<file path="config.mk">
export PLATFORM = sky130hd
export DESIGN_NAME = thread_table_scheduler_unit_flat
export DESIGN_NICKNAME = d
export VERILOG_FILES = /design/src/hdl/tts_pkg.sv /design/src/hdl/tts_if.sv /design/src/hdl/tts_ram.sv /design/src/hdl/thread_table_scheduler_unit.sv /design/src/flat_wrapper.sv
export SDC_FILE = /design/constraint.sdc
export NUM_CORES = 2
export LEC_CHECK = 0
export ABC_AREA = 1
export BUFFER_PORTS_ARGS = -buffer_cell sky130_fd_sc_hd__clkbuf_2
export CAP_MARGIN = 5
export CORE_MARGIN = 1.5
export CORE_UTILIZATION = 45
export CTS_BUF_LIST = sky130_fd_sc_hd__clkbuf_8
export DETAILED_ROUTE_END_ITERATION = 16
export PLACE_DENSITY = 0.67
export SLEW_MARGIN = 20
export SYNTH_ARGS = -nofsm -noshare
export SYNTH_HDL_FRONTEND = slang
export SYNTH_HIERARCHICAL = 1
export SYNTH_SLANG_ARGS = --single-unit
</file>
<file path="constraint.sdc">
create_clock -name clk_i -period 7.4 [get_ports clk_i]
set_input_delay 0.37 -clock clk_i [delete_from_list [all_inputs] [get_ports clk_i]]
set_output_delay 0.37 -clock clk_i [all_outputs]
set_load 0.05 [all_outputs]
</file>
<file path="src/hdl/tts_pkg.sv">
// Package: sizes, codes and types for the thread table scheduler.
`default_nettype none
package tts_pkg;
  localparam int MaxSlots   = 8;
  localparam int NumSems    = 8;
  localparam int QueueDepth = 8;
  localparam int IdWidth    = 16;

  localparam int FuncW  = 3;
  localparam int StatW  = 3;
  localparam int SemIdW = 3;
  localparam int CntW   = 8;
  localparam int ValW   = 32;
  localparam int TidW   = 16;
  localparam int RslotW = 3;

  typedef enum logic [2:0] {
    FN_CREATE = 3'd0, FN_YIELD = 3'd1, FN_EXIT = 3'd2, FN_JOIN = 3'd3,
    FN_SINIT = 3'd4, FN_SWAIT = 3'd5, FN_SPOST = 3'd6, FN_NOP = 3'd7
  } func_e;

  typedef enum logic [2:0] {
    ST_OK = 3'd0, ST_NO_SLOT = 3'd1, ST_NOT_FOUND = 3'd2, ST_BLOCKED = 3'd3,
    ST_QFULL = 3'd4
  } status_e;

  typedef enum logic [2:0] {
    TS_UNUSED = 3'd0, TS_RUNNABLE = 3'd1, TS_RUNNING = 3'd2, TS_SLEEPING = 3'd3,
    TS_ZOMBIE = 3'd4
  } tstate_e;

  typedef enum logic [2:0] {
    FS_IDLE, FS_SCAN, FS_QRD, FS_QSHIFT, FS_RESCHED, FS_OUT
  } fsm_e;
endpackage
`default_nettype wire

</file>
<file path="src/hdl/tts_if.sv">
// Valid/ready channel interfaces for request and result items.
`default_nettype none
interface tts_req_if;
  logic                       valid;
  logic                       ready;
  logic [tts_pkg::FuncW-1:0]  func;
  logic [tts_pkg::TidW-1:0]   target_tid;
  logic [tts_pkg::SemIdW-1:0] sem_index;
  logic signed [tts_pkg::CntW-1:0] init_count;
  logic [tts_pkg::ValW-1:0]   exit_value;
  modport source (output valid, func, target_tid, sem_index, init_count, exit_value,
                  input ready);
  modport sink (input valid, func, target_tid, sem_index, init_count, exit_value,
                output ready);
endinterface

interface tts_rsp_if;
  logic                       valid;
  logic                       ready;
  logic [tts_pkg::StatW-1:0]  status;
  logic [tts_pkg::ValW-1:0]   result_value;
  logic                       switched;
  logic [tts_pkg::RslotW-1:0] running_slot;
  logic [tts_pkg::TidW-1:0]   running_tid;
  modport source (output valid, status, result_value, switched, running_slot,
                  running_tid, input ready);
  modport sink (input valid, status, result_value, switched, running_slot,
                running_tid, output ready);
endinterface
`default_nettype wire

</file>
<file path="src/hdl/tts_ram.sv">
// Generic single-port-write, one-read RAM with registered read data.
`default_nettype none
module tts_ram #(
  parameter int Width = 8,
  parameter int Depth = 8
) (
  input  wire logic                     clk_i,
  input  wire logic                     we_i,
  input  wire logic [$clog2(Depth)-1:0] waddr_i,
  input  wire logic [Width-1:0]         wdata_i,
  input  wire logic [$clog2(Depth)-1:0] raddr_i,
  output logic      [Width-1:0]         rdata_o
);
  logic [Width-1:0] mem_q [Depth];
  always_ff @(posedge clk_i) begin
    if (we_i) mem_q[waddr_i] <= wdata_i;
    rdata_o <= mem_q[raddr_i];
  end
endmodule
`default_nettype wire

</file>
<file path="src/hdl/thread_table_scheduler_unit.sv">
// Top level: thread slot table scheduler with counting semaphores.
//
//  channel | dir | handshake   | payload
//  req     | in  | valid/ready | func, target_tid, sem_index, init_count, exit_value
//  rsp     | out | valid/ready | status, result_value, switched, running_slot, running_tid
//
// One request at a time: accept, a slot scan (one slot table entry read per cycle),
// a wait queue RAM read, then a queue shift through the wait queue RAM that moves
// entries for a post with a wake and appends the waiter for a blocking wait, then a
// reschedule scan.
// Reset clears the state bank in flip-flops; the wait queue RAM is never cleared.
// The result is held in an output register until taken; ready is low outside idle.
`default_nettype none
module thread_table_scheduler_unit
  import tts_pkg::*;
#(
  parameter int MAX_SLOTS   = tts_pkg::MaxSlots,
  parameter int NUM_SEMS    = tts_pkg::NumSems,
  parameter int QUEUE_DEPTH = tts_pkg::QueueDepth,
  parameter int ID_WIDTH    = tts_pkg::IdWidth
) (
  input wire logic clk_i,
  input wire logic rst_ni,
  tts_req_if.sink   req,
  tts_rsp_if.source rsp
);
  localparam int SW = (MAX_SLOTS > 1) ? $clog2(MAX_SLOTS) : 1;
  localparam int MW = (NUM_SEMS > 1) ? $clog2(NUM_SEMS) : 1;
  localparam int QW = (QUEUE_DEPTH > 1) ? $clog2(QUEUE_DEPTH) : 1;
  localparam int LW = $clog2(QUEUE_DEPTH + 1);
  localparam int QA = $clog2(NUM_SEMS * QUEUE_DEPTH) > 0 ? $clog2(NUM_SEMS * QUEUE_DEPTH) : 1;
  localparam logic [ID_WIDTH-1:0] IdOne = ID_WIDTH'(1);

  // slot table: state in flops, id/waiter/return in flops (small), scanned a slot a cycle
  tstate_e            st_q  [MAX_SLOTS];
  logic [ID_WIDTH-1:0] id_q [MAX_SLOTS];
  logic               wv_q  [MAX_SLOTS];
  logic [ID_WIDTH-1:0] wid_q [MAX_SLOTS];
  logic [ValW-1:0]    ret_q [MAX_SLOTS];
  logic signed [CntW-1:0] cnt_q [NUM_SEMS];
  logic [LW-1:0]      qlen_q [NUM_SEMS];
  logic [SW-1:0]      cur_q, before_q;
  logic [ID_WIDTH-1:0] nid_q;

  fsm_e fsm_q, fsm_d;
  func_e          fn_q;
  logic [TidW-1:0] tgt_q;
  logic [SemIdW-1:0] si_q;
  logic [CntW-1:0] ic_q;
  logic [ValW-1:0] ev_q;
  logic [SW:0]     ix_q;
  logic            fnd_q;
  logic [SW-1:0]   fs_q;
  logic [ID_WIDTH-1:0] wake_q;
  logic            wakeen_q;
  logic [QW:0]     qi_q;
  status_e         stat_q;
  logic [ValW-1:0] res_q;
  logic            ovalid_q;
  logic [StatW-1:0] ost_q;
  logic [ValW-1:0] ores_q;
  logic            osw_q;
  logic [SW-1:0]   oslot_q;
  logic [ID_WIDTH-1:0] otid_q;

  // wait queue RAM
  logic            q_we;
  logic [QA-1:0]   q_wa, q_ra;
  logic [ID_WIDTH-1:0] q_wd, q_rd;
  tts_ram #(.Width(ID_WIDTH), .Depth(NUM_SEMS * QUEUE_DEPTH)) u_wq (
    .clk_i, .we_i(q_we), .waddr_i(q_wa), .wdata_i(q_wd), .raddr_i(q_ra), .rdata_o(q_rd)
  );

  logic [SW-1:0] six;
  logic [MW-1:0] sem;
  logic          sem_ok;
  logic signed [CntW-1:0] cdec, cinc;
  assign six    = ix_q[SW-1:0];
  assign sem    = MW'(si_q);
  assign sem_ok = 32'(si_q) < NUM_SEMS;
  assign cdec   = (cnt_q[sem] == -8'sd128) ? -8'sd128 : cnt_q[sem] - 8'sd1;
  assign cinc   = (cnt_q[sem] == 8'sd127) ? 8'sd127 : cnt_q[sem] + 8'sd1;

  function automatic logic [QA-1:0] qaddr(logic [MW-1:0] s, logic [QW:0] k);
    return QA'(32'(s) * QUEUE_DEPTH + 32'(k));
  endfunction

  assign req.ready        = (fsm_q == FS_IDLE);
  assign rsp.valid        = ovalid_q;
  assign rsp.status       = ost_q;
  assign rsp.result_value = ores_q;
  assign rsp.switched     = osw_q;
  assign rsp.running_slot = RslotW'(oslot_q);
  assign rsp.running_tid  = TidW'(otid_q);

  always_comb begin
    fsm_d = fsm_q;
    q_we = 1'b0; q_wa = qaddr(sem, qi_q); q_wd = id_q[cur_q];
    q_ra = qaddr(sem, '0);
    case (fsm_q)
      FS_IDLE:    if (req.valid) fsm_d = FS_SCAN;
      FS_SCAN:    if (ix_q == (SW+1)'(MAX_SLOTS - 1)) fsm_d = FS_QRD;
      FS_QRD:     fsm_d = FS_QSHIFT;
      FS_QSHIFT: begin
        q_ra = qaddr(sem, qi_q + 1'b1);
        q_wa = qaddr(sem, qi_q - 1'b1);
        q_wd = q_rd;
        q_we = (fn_q == FN_SPOST) && wakeen_q && (qi_q != 0) &&
               (32'(qi_q) < 32'(qlen_q[sem]));
        if (fn_q == FN_SWAIT && stat_q == ST_BLOCKED && qi_q == 0) begin
          q_we = 1'b1; q_wa = qaddr(sem, (QW+1)'(qlen_q[sem]) - 1'b1); q_wd = id_q[cur_q];
        end
        if (!(fn_q == FN_SPOST && wakeen_q) || 32'(qi_q) >= 32'(qlen_q[sem])) begin
          fsm_d = FS_RESCHED;
        end
      end
      FS_RESCHED: if (ix_q == (SW+1)'(MAX_SLOTS - 1)) fsm_d = FS_OUT;
      FS_OUT:     if (!ovalid_q || rsp.ready) fsm_d = FS_IDLE;
      default:    fsm_d = FS_IDLE;
    endcase
  end

  // round-robin pick after the current slot, current slot last; a wake of the
  // last scanned slot is not yet in st_q and counts as runnable here
  logic          rs_got;
  logic [SW-1:0] rs_n;
  logic [SW:0]   rs_t;
  logic          rs_do;
  always_comb begin
    rs_got = 1'b0; rs_n = cur_q; rs_t = '0;
    for (int k = 1; k <= MAX_SLOTS; k++) begin
      rs_t = {1'b0, cur_q} + (SW+1)'(k);
      if (rs_t >= (SW+1)'(MAX_SLOTS)) rs_t = rs_t - (SW+1)'(MAX_SLOTS);
      if (!rs_got && (st_q[rs_t[SW-1:0]] == TS_RUNNABLE ||
          (wakeen_q && !fnd_q && rs_t[SW-1:0] == six &&
           st_q[rs_t[SW-1:0]] == TS_SLEEPING && id_q[rs_t[SW-1:0]] == wake_q))) begin
        rs_got = 1'b1; rs_n = rs_t[SW-1:0];
      end
    end
    rs_do = (fsm_q == FS_RESCHED) && (fsm_d != FS_RESCHED) && rs_got &&
            (fn_q == FN_YIELD || fn_q == FN_EXIT || stat_q == ST_BLOCKED);
  end

  always_ff @(posedge clk_i or negedge rst_ni) begin
    if (!rst_ni) begin
      fsm_q <= FS_IDLE;
      for (int i = 0; i < MAX_SLOTS; i++) begin
        st_q[i] <= (i == 0) ? TS_RUNNING : TS_UNUSED;
        id_q[i] <= '0; wv_q[i] <= 1'b0; wid_q[i] <= '0; ret_q[i] <= '0;
      end
      for (int i = 0; i < NUM_SEMS; i++) begin
        cnt_q[i] <= '0; qlen_q[i] <= '0;
      end
      cur_q <= '0; before_q <= '0; nid_q <= IdOne;
      ix_q <= '0; fnd_q <= 1'b0; fs_q <= '0; wakeen_q <= 1'b0; wake_q <= '0;
      qi_q <= '0; stat_q <= ST_OK; res_q <= '0; fn_q <= FN_NOP;
      tgt_q <= '0; si_q <= '0; ic_q <= '0; ev_q <= '0;
      ovalid_q <= 1'b0; ost_q <= ST_OK; ores_q <= '0; osw_q <= 1'b0;
      oslot_q <= '0; otid_q <= '0;
    end else begin
      fsm_q <= fsm_d;
      if (fsm_q == FS_OUT && (!ovalid_q || rsp.ready)) ovalid_q <= 1'b1;
      else if (rsp.ready) ovalid_q <= 1'b0;
      case (fsm_q)
        FS_IDLE: if (req.valid) begin
          fn_q <= func_e'(req.func); tgt_q <= req.target_tid; si_q <= req.sem_index;
          ic_q <= req.init_count; ev_q <= req.exit_value;
          ix_q <= '0; fnd_q <= 1'b0; stat_q <= ST_OK; res_q <= '0;
          before_q <= cur_q; wakeen_q <= 1'b0; qi_q <= '0;
        end
        FS_SCAN: begin
          // find first unused (create) or lowest live slot with matching id (join)
          if (!fnd_q) begin
            if (fn_q == FN_CREATE && st_q[six] == TS_UNUSED) begin
              fnd_q <= 1'b1; fs_q <= six;
            end
            if (fn_q == FN_JOIN && st_q[six] != TS_UNUSED &&
                id_q[six] == ID_WIDTH'(tgt_q)) begin
              fnd_q <= 1'b1; fs_q <= six;
            end
          end
          if (fsm_d == FS_SCAN) ix_q <= ix_q + 1'b1;
          else begin
            ix_q <= '0;
            case (fn_q)
              FN_CREATE: begin
                if (fnd_q) begin
                  id_q[fs_q] <= nid_q; st_q[fs_q] <= TS_RUNNABLE; ret_q[fs_q] <= '0;
                  wv_q[fs_q] <= 1'b0; wid_q[fs_q] <= '0; res_q <= ValW'(nid_q);
                  nid_q <= (nid_q + 1'b1 == '0) ? IdOne : nid_q + 1'b1;
                end else if (st_q[six] == TS_UNUSED) begin
                  id_q[six] <= nid_q; st_q[six] <= TS_RUNNABLE; ret_q[six] <= '0;
                  wv_q[six] <= 1'b0; wid_q[six] <= '0; res_q <= ValW'(nid_q);
                  nid_q <= (nid_q + 1'b1 == '0) ? IdOne : nid_q + 1'b1;
                end else stat_q <= ST_NO_SLOT;
              end
              FN_EXIT: begin
                ret_q[cur_q] <= ev_q; st_q[cur_q] <= TS_ZOMBIE;
                wakeen_q <= wv_q[cur_q]; wake_q <= wid_q[cur_q];
              end
              FN_JOIN: begin : jn
                logic hit;
                logic [SW-1:0] s;
                hit = fnd_q; s = fs_q;
                if (!fnd_q && st_q[six] != TS_UNUSED && id_q[six] == ID_WIDTH'(tgt_q)) begin
                  hit = 1'b1; s = six;
                end
                if (!hit) stat_q <= ST_NOT_FOUND;
                else if (st_q[s] == TS_ZOMBIE) begin
                  res_q <= ret_q[s]; st_q[s] <= TS_UNUSED; id_q[s] <= '0;
                  wv_q[s] <= 1'b0; wid_q[s] <= '0;
                end else begin
                  st_q[cur_q] <= TS_SLEEPING; wv_q[s] <= 1'b1;
                  wid_q[s] <= (s == cur_q) ? id_q[cur_q] : id_q[cur_q];
                  stat_q <= ST_BLOCKED;
                end
              end
              FN_SINIT: if (sem_ok) begin
                cnt_q[sem] <= ic_q; qlen_q[sem] <= '0;
              end
              FN_SWAIT: if (sem_ok) begin
                if (cdec < 0) begin
                  if (32'(qlen_q[sem]) >= QUEUE_DEPTH) stat_q <= ST_QFULL;
                  else begin
                    cnt_q[sem] <= cdec; qlen_q[sem] <= qlen_q[sem] + 1'b1;
                    st_q[cur_q] <= TS_SLEEPING; stat_q <= ST_BLOCKED;
                  end
                end else cnt_q[sem] <= cdec;
              end
              FN_SPOST: if (sem_ok) begin
                cnt_q[sem] <= cinc;
                if (cinc <= 0 && qlen_q[sem] != 0) wakeen_q <= 1'b1;
              end
              default: ;
            endcase
          end
        end
        FS_QRD: qi_q <= '0;
        FS_QSHIFT: begin
          if (fn_q == FN_SPOST && wakeen_q && qi_q == 0) wake_q <= q_rd;
          qi_q <= qi_q + 1'b1;
          if (fsm_d != FS_QSHIFT && fn_q == FN_SPOST && wakeen_q)
            qlen_q[sem] <= qlen_q[sem] - 1'b1;
          ix_q <= '0; fnd_q <= 1'b0;
        end
        FS_RESCHED: begin
          // wake pass folded in: lowest live slot with the id, if sleeping
          if (wakeen_q && !fnd_q && st_q[six] != TS_UNUSED && id_q[six] == wake_q) begin
            fnd_q <= 1'b1;
            if (st_q[six] == TS_SLEEPING && !(rs_do && rs_n == six))
              st_q[six] <= TS_RUNNABLE;
          end
          if (fsm_d == FS_RESCHED) ix_q <= ix_q + 1'b1;
          else ix_q <= '0;
          if (rs_do) begin
            if (st_q[cur_q] == TS_RUNNING && rs_n != cur_q) st_q[cur_q] <= TS_RUNNABLE;
            st_q[rs_n] <= TS_RUNNING; cur_q <= rs_n;
          end
        end
        FS_OUT: if (!ovalid_q || rsp.ready) begin
          ost_q <= stat_q; ores_q <= res_q;
          osw_q <= (cur_q != before_q); oslot_q <= cur_q; otid_q <= id_q[cur_q];
        end
        default: ;
      endcase
    end
  end

`ifndef ASSERT_OFF
  a_ready_idle: assert property (@(posedge clk_i) disable iff (!rst_ni)
    req.ready |-> fsm_q == FS_IDLE) else $error("ready outside idle");
  a_rsp_hold: assert property (@(posedge clk_i) disable iff (!rst_ni)
    rsp.valid && !rsp.ready |=> rsp.valid && $stable(rsp.status) &&
    $stable(rsp.result_value) && $stable(rsp.running_tid))
    else $error("result changed while stalled");
  a_qlen: assert property (@(posedge clk_i) disable iff (!rst_ni)
    32'(qlen_q[sem]) <= QUEUE_DEPTH) else $error("queue overflow");
`endif
endmodule
`default_nettype wire

</file>
<file path="src/flat_wrapper.sv">
// flat-port wrapper written by rule: the top's interface ports become plain ports
module thread_table_scheduler_unit_flat import tts_pkg::*;
#(
  parameter int MAX_SLOTS   = tts_pkg::MaxSlots,
  parameter int NUM_SEMS    = tts_pkg::NumSems,
  parameter int QUEUE_DEPTH = tts_pkg::QueueDepth,
  parameter int ID_WIDTH    = tts_pkg::IdWidth
)
  (clk_i, rst_ni, req_valid, req_func, req_target_tid, req_sem_index, req_init_count, req_exit_value, req_ready, rsp_valid, rsp_status, rsp_result_value, rsp_switched, rsp_running_slot, rsp_running_tid, rsp_ready);
  tts_req_if req_i ();
  tts_rsp_if rsp_i ();
  input wire logic clk_i;
  input wire logic rst_ni;
  input wire logic [$bits(req_i.valid)-1:0] req_valid;
  input wire logic [$bits(req_i.func)-1:0] req_func;
  input wire logic [$bits(req_i.target_tid)-1:0] req_target_tid;
  input wire logic [$bits(req_i.sem_index)-1:0] req_sem_index;
  input wire logic [$bits(req_i.init_count)-1:0] req_init_count;
  input wire logic [$bits(req_i.exit_value)-1:0] req_exit_value;
  output wire logic [$bits(req_i.ready)-1:0] req_ready;
  output wire logic [$bits(rsp_i.valid)-1:0] rsp_valid;
  output wire logic [$bits(rsp_i.status)-1:0] rsp_status;
  output wire logic [$bits(rsp_i.result_value)-1:0] rsp_result_value;
  output wire logic [$bits(rsp_i.switched)-1:0] rsp_switched;
  output wire logic [$bits(rsp_i.running_slot)-1:0] rsp_running_slot;
  output wire logic [$bits(rsp_i.running_tid)-1:0] rsp_running_tid;
  input wire logic [$bits(rsp_i.ready)-1:0] rsp_ready;
  assign req_i.valid = req_valid;
  assign req_i.func = req_func;
  assign req_i.target_tid = req_target_tid;
  assign req_i.sem_index = req_sem_index;
  assign req_i.init_count = req_init_count;
  assign req_i.exit_value = req_exit_value;
  assign req_ready = req_i.ready;
  assign rsp_valid = rsp_i.valid;
  assign rsp_status = rsp_i.status;
  assign rsp_result_value = rsp_i.result_value;
  assign rsp_switched = rsp_i.switched;
  assign rsp_running_slot = rsp_i.running_slot;
  assign rsp_running_tid = rsp_i.running_tid;
  assign rsp_i.ready = rsp_ready;
  thread_table_scheduler_unit #(.MAX_SLOTS(MAX_SLOTS), .NUM_SEMS(NUM_SEMS), .QUEUE_DEPTH(QUEUE_DEPTH), .ID_WIDTH(ID_WIDTH)) u_core (.clk_i(clk_i), .rst_ni(rst_ni), .req(req_i), .rsp(rsp_i));
endmodule
</file>
# Word level (Yosys, flattened, before mapping)
# Memory sizes are Yosys's and may differ from the RTL's. A register that Yosys moved wholly into a read port is not among the register bits.
# Cells that the tools add are included.
# word_totals
regBits,847
ramBits,1024
in_bits,66
out_inout_bits,57
wordCells,656
mem_count,1
# op_classes
add_sub_neg,28
order_cmp,33
eq_ne,83
n_mux,255
bitwise_logic,56
n_reduce_logical,121
# memory_table
name,words,word_bits,rd,rd_ports_with_merged_regs,write_ports,line,source
u_core.u_wq.mem_q,64,16,1,1,1,tts_ram.sv:14,logic [Width-1:0] mem_q [Depth];
# op_table
operator,count
$mux W128,8
$bmux W16 S3,11
$mux W16,33
$and A128 B128 Y128,4
$and A256 B256 Y256,2
$mux W256,2
$not A256 Y256,2
$pmux W128 S2,2
$pmux W256 S2,1
$mux W32,15
$bwmux W128,3
$not A128 Y128,3
$mux W24,14
$demux W32 S3,3
$bwmux W256,1
$pmux W32 S2,4
$bwmux W64,3
$pmux W64 S3,1
$mux W3,62
$eq A16 B16 Y1,10
$demux W16 S3,3
$mux W64,2
$bmux W3 S3,11
$bmux W32 S3,1
other kinds (84),375

# Logic depth before layout (Yosys ltp)
# logic_depth
ltp_word,48
ltp_mapped,40
depth_no_buf,32

# By module
# Netlist, hierarchy kept.
# by_module_without_submodules
mod,instances,cells_per_inst,area_each_um2,seq_area_each_um2
thread_table_scheduler_unit,1,7893,54672.4,21201.6
tts_ram,1,3518,42091.6,31069.8

# Worst setup path before layout
# Ideal clock, no wire load.
# synth_timing
kind,register to register
from,register u_core.si_q[0] (netlist: u_core/sem[0])
to,"memory u_core/u_wq/mem_q[32][0] (netlist name), enable pin"
setup_ns,0.430
arrival_time_ns,4.927
t_required_ns,6.970
slack_ns,2.043
stages_incl_launch_ff,19
path_buffers,3
synth_period_minus_slack_ns,5.357
cell_sequence,dfrtp_1 -> clkbuf_1 -> buf_2 -> nand2_1 -> clkbuf_1 -> inv_1 -> a221oi_1 -> nand2_1 -> inv_1 -> nand3_1 -> xor2_1 -> o21ai_0 -> ha_1 -> ha_1 -> xor2_1 -> inv_1 -> nor2_1 -> nand3_1 -> nor4_1
# synth_via
word_cells_on_any_way,16
cone_classes,4 x add/sub; 1 x order compare; 9 x mux; 1 x bitwise; 1 x reduce/logical
# synth_rtl
element,line,source
start: declaration,thread_table_scheduler_unit.sv:48,logic [SemIdW-1:0] si_q;
start signal: assignment,thread_table_scheduler_unit.sv:166,fn_q <= func_e'(req.func); tgt_q <= req.target_tid; si_q <= req.sem_index;
$not A3 Y4 (not written as such),thread_table_scheduler_unit.sv:111,"q_we = 1'b1; q_wa = qaddr(sem, (QW+1)'(qlen_q[sem]) - 1'b1); q_wd = id_q[cur_q];"
$bmux W4 S3,thread_table_scheduler_unit.sv:111,
$mux W4 (not written as such) (2 in series),thread_table_scheduler_unit.sv:111,
$sub A4 B1 Y4,thread_table_scheduler_unit.sv:111,
$add A6 B4 Y6,thread_table_scheduler_unit.sv:85,return QA'(32'(s) * QUEUE_DEPTH + 32'(k));
$mux W6,thread_table_scheduler_unit.sv:110,if (fn_q == FN_SWAIT && stat_q == ST_BLOCKED && qi_q == 0) begin
$mux W6 (*),thread_table_scheduler_unit.sv:100,case (fsm_q)
named net u_core.q_wa[5],thread_table_scheduler_unit.sv:68,"logic [QA-1:0] q_wa, q_ra;"
end: declaration,tts_ram.sv:14,
# Mark *: on every way through the listed nets, which the timed path passes. The rest lies on a longest branch. The select of a mux whose other input is x is not followed.

# Final worst setup path
# layout_timing
from,register u_core.si_q[1] (netlist: u_core/sem[1])
to,register u_core/st_q[13] (netlist name)
# layout_via
elab_chain_cells,25
word_cells_on_any_way,38
cone_classes,1 x add/sub; 3 x order compare; 6 x eq/ne; 17 x mux; 3 x bitwise; 8 x reduce/logical
# layout_rtl
element,line,source
$not A3 Y4 (not written as such) (*),thread_table_scheduler_unit.sv:113,if (!(fn_q == FN_SPOST && wakeen_q) || 32'(qi_q) >= 32'(qlen_q[sem])) begin
$bmux W4 S3 (*),thread_table_scheduler_unit.sv:113,
$mux W4 (not written as such) (*) (2 in series),thread_table_scheduler_unit.sv:113,
$ge A4 B4 Y1 (*),thread_table_scheduler_unit.sv:113,
$logic_or A1 B1 Y1 (*),thread_table_scheduler_unit.sv:113,
$mux W3 (*),thread_table_scheduler_unit.sv:113,
$pmux W3 S6 (*),thread_table_scheduler_unit.sv:100,
named net u_core.fsm_d[0],thread_table_scheduler_unit.sv:45,"fsm_e fsm_q, fsm_d;"
[... 9 more ...],n/a,
$mux W24,thread_table_scheduler_unit.sv:164,case (fsm_q)
$and A16 B16 Y16 (no line),n/a,
$mux W24,thread_table_scheduler_unit.sv:256,if (st_q[cur_q] == TS_RUNNING && rs_n != cur_q) st_q[cur_q] <= TS_RUNNABLE;
$mux W24,thread_table_scheduler_unit.sv:255,if (rs_do) begin
$mux W24,thread_table_scheduler_unit.sv:164,
$or A8 B8 Y8 (no line),n/a,
$mux W24,thread_table_scheduler_unit.sv:255,
$pmux W24 S2,thread_table_scheduler_unit.sv:164,
end signal: indexed assignment,thread_table_scheduler_unit.sv:148,st_q[i] <= (i == 0) ? TS_RUNNING : TS_UNUSED;
end: declaration,thread_table_scheduler_unit.sv:35,tstate_e st_q [MAX_SLOTS];
# Marks and branches as above.
# A chain may end at the register's enable or synchronous reset.

==> run_results.csv <==
group,metric,value,unit
clocking,cts_root_buf,"clkbuf_8",
worst_setup_path,worst_path_largest_cell_delay,850,ps
worst_setup_path,cp.arrival,7380,ps
sta,final.period_utilization,87.0,%
place,hpwl,223000,um
sta,finalWorstSetupSlack,964,ps
layout,instances_no_fill,14600,
drt,wirelength,362000,um
sta,finalClockSkew,140,ps
layout,drive_gt1_share,8.50,%
floorplanning,fp-row-count,170,
clocking,postCtsSetupBuffers,0,
layout,final_common_cell,"nand2_1",
hold_path,min_path_type,"input port to register",
sta,setup_viol,0,
drt,num_vias,88800,
yosys,synthArstFlopShare,44.9,%
sta,layout_min_cycle_time,6440,ps
worst_setup_path,rrSetupSlack,960,ps
floorplanning,start_util,45.2,%
worst_setup_path,required,8340,ps
yosys,yosysSeqAreaShare,54.0,%
yosys,synthFlopType,"edfxtp_1",
flow_run,maxCapViolCount,0,
sta,rsz0062_at_grt,"no",
place,pre_cts_ws,1310,ps
yosys,ys_ff_latch,1887,
clocking,numCtsBuffers,342,
global_routing,grt_usage,32.4,%
global_routing,overflow,0,
drt,firstDrtPassIters,7,
pwr,p_leak,44.3,nW
sta,timing_hold_violations_final,0,
sta,slew_violations,0,
drt,drc,0,
clocking,htreeDepth,5,
clocking,cts_buffer_depth,4,
worst_setup_path,cp_top_family,"simple AND/OR/NAND/NOR gates",
place,place_area,100000,um2
layout,nets,11600,
sta,fmax,0.155,GHz
place,gp_congestion,1.03,
clocking,clkTransAtPathRegs,60,ps
drt,ant_nets,0,
global_routing,grt_max_degree,267,
floorplanning,die_h,467,um
floorplanning,pin_count,123,
worst_setup_path,path_buf_inv,8,
sta,whs,81.3,ps
clocking,cts_tree,"built",
global_routing,grt_pass1_vias,83700,
floorplanning,coreArea,214000,um2
yosys,postSynthAreaPerCell,8.48,um2
clocking,cts_hold_buf,78,
drt,vias_per_cell,6.10,
worst_setup_path,cp_common_cell,"nand2_1",
pwr,ir_drop,0.488,mV
worst_setup_path,crit_path_start_kind,"register",
yosys,syn_nets,11500,
worst_setup_path,crit_path_top_delay_cell,"nor3_1",
layout,areaGrowthSynthToFinish,11.0,%
sta,slew_headroom,10.7,%
global_routing,antenna_found_initial,9,
yosys,syn_area,96800,um2
worst_setup_path,end_kind,"register",
layout,finalInstanceArea,107000,um2
clocking,postCtsResizedCells,0,
worst_setup_path,crit_path_max_fanout,21,
layout,mostFrequentLayoutCells,"nand2_1, nand3_1, edfxtp_1",
sta,tns,0,ps
place,dp.cells,13900,
yosys,synth_edf_count,1024,
global_routing,grt_pass1_wl,536000,um
yosys,synth.distinct_cells,65,
worst_setup_path,critPathKind,"register to register",
clocking,clock_sinks,1887,
drt,wl_per_cell,24.8,um
place,port_buffers,122,
layout,fin_util,50.2,%
drt,drtIter0Drc,12200,
sta,tightest_slew,1340,ps
yosys,synth_cells,11400,
floorplanning,die-area,218000,um2
outcome,outcome,"finished, final reports clean",
clocking,clk_latency,1110,ps
floorplanning,fp.dieW,467,um
yosys,yosys_warnings,6,
pwr,pwr_density_cell,393,nW/um2
pwr,power,42.2,mW
[cell type report]
type | instances | area, um2
Antenna cell | 4 | 10.0
Clock buffer | 387 | 5330
Clock inverter | 203 | 923
Fill cell | 19900 | 107000
Inverter | 893 | 3390
Multi-Input combinational cell | 7868 | 38100
Sequential cell | 1887 | 52300
Tap cell | 2838 | 3550
Timing Repair Buffer | 485 | 3830
[logic make-up (layout without fill, tap and decap cells)]
group,after synthesis,after routing,synth area share (%)
AOI/OAI and AO/OA,2033,2033,12.6
xor gates and xnor gates,83,83,0.751
adders and majority gates,24,24,0.310
buffers and inverters,1656,1968,7.20
DFF,1887,1887,54.0
muxes,2,2,0.0207
other,0,4,0
and+or+nand+nor,5726,5726,25.1
[cell usage after synthesis (14+ instances only)]
cell type / count / area share, %
a21oi_1: 143 / 0.74
a221oi_1: 21 / 0.19
a22oi_1: 66 / 0.51
a31oi_1: 23 / 0.15
a32oi_1: 14 / 0.13
buf_1: 73 / 0.28
buf_2: 183 / 0.95
buf_4: 35 / 0.27
buf_6: 50 / 0.58
clkbuf_1: 421 / 1.6
clkinv_1: 24 / 0.093
dfrtp_1: 842 / 22
dfxtp_1: 16 / 0.33
edfxtp_1: 1024 / 32
ha_1: 24 / 0.31
inv_1: 839 / 3.3
inv_2: 29 / 0.11
nand2_1: 3518 / 14
nand3_1: 1656 / 8.6
nand4_1: 91 / 0.59
nor2_1: 317 / 1.2
nor3_1: 45 / 0.23
nor4_1: 29 / 0.19
o211ai_1: 21 / 0.16
o21ai_0: 992 / 5.1
o21ai_1: 64 / 0.33
o22ai_1: 362 / 2.3
o32ai_1: 257 / 2.3
xor2_1: 79 / 0.72
[metal layers]
metal | track usage, % | vias to the layer above | routed length (um) | part of all wire, %
met4 | 17.6 | 0 | 22400 | 6.2
met3 | 6.93 | 1191 | 39900 | 11
li1 | - | 39300 | - | -
met5 | 0 | - | 0 | 0
met1 | 42.9 | 42600 | 139000 | 38
met2 | 49.6 | 5649 | 161000 | 44
[flip-flops by register name, indices dropped and copies added (netlist names), 8 cells and up, named ones only]
signal / flops
u_core/cnt_q: 64
u_core/rsp.result_value: 32
u_core/qlen_q: 32
u_core/ev_q: 32
u_core/nid_q: 16
u_core/res_q: 32
u_core/wake_q: 16
u_core/ic_q: 8
u_core/ret_q: 256
u_core/rsp.running_tid: 16
u_core/wid_q: 128
u_core/tgt_q: 16
u_core/u_wq/rdata_o: 16
u_core/st_q: 24
u_core/id_q: 128
u_core/u_wq/mem_q: 1024
[tightest hold or removal path: cells and delay by family]
kind / cells / cell delay, ps
buf+inv: 2 / 620
simple gates: 2 / 110
[path summary, 6_finish.rpt]
path	start	endpoint	cells after the start
hold reg to reg	u_core/ev_q[17]	u_core/ev_q[17]	2
min in group asynchronous	rst_ni	u_core/ret_q[116]	3
setup reg to reg	u_core/sem[1]	u_core/st_q[13]	31
max in group asynchronous	rst_ni	u_core/wid_q[106]	5
hold / removal	req_exit_value[19]	u_core/ev_q[19]	4
setup / recovery	u_core/sem[1]	u_core/st_q[13]	31
[power by group]
group          leakage [nW]  switching [mW]  total (mW)  internal [mW]
clock                  3.70            4.39        9.26           4.87
combinational          19.5            14.8        18.9           4.05
sequential             21.1           0.846        14.1           13.2
(Power assumes the default switching activity.)
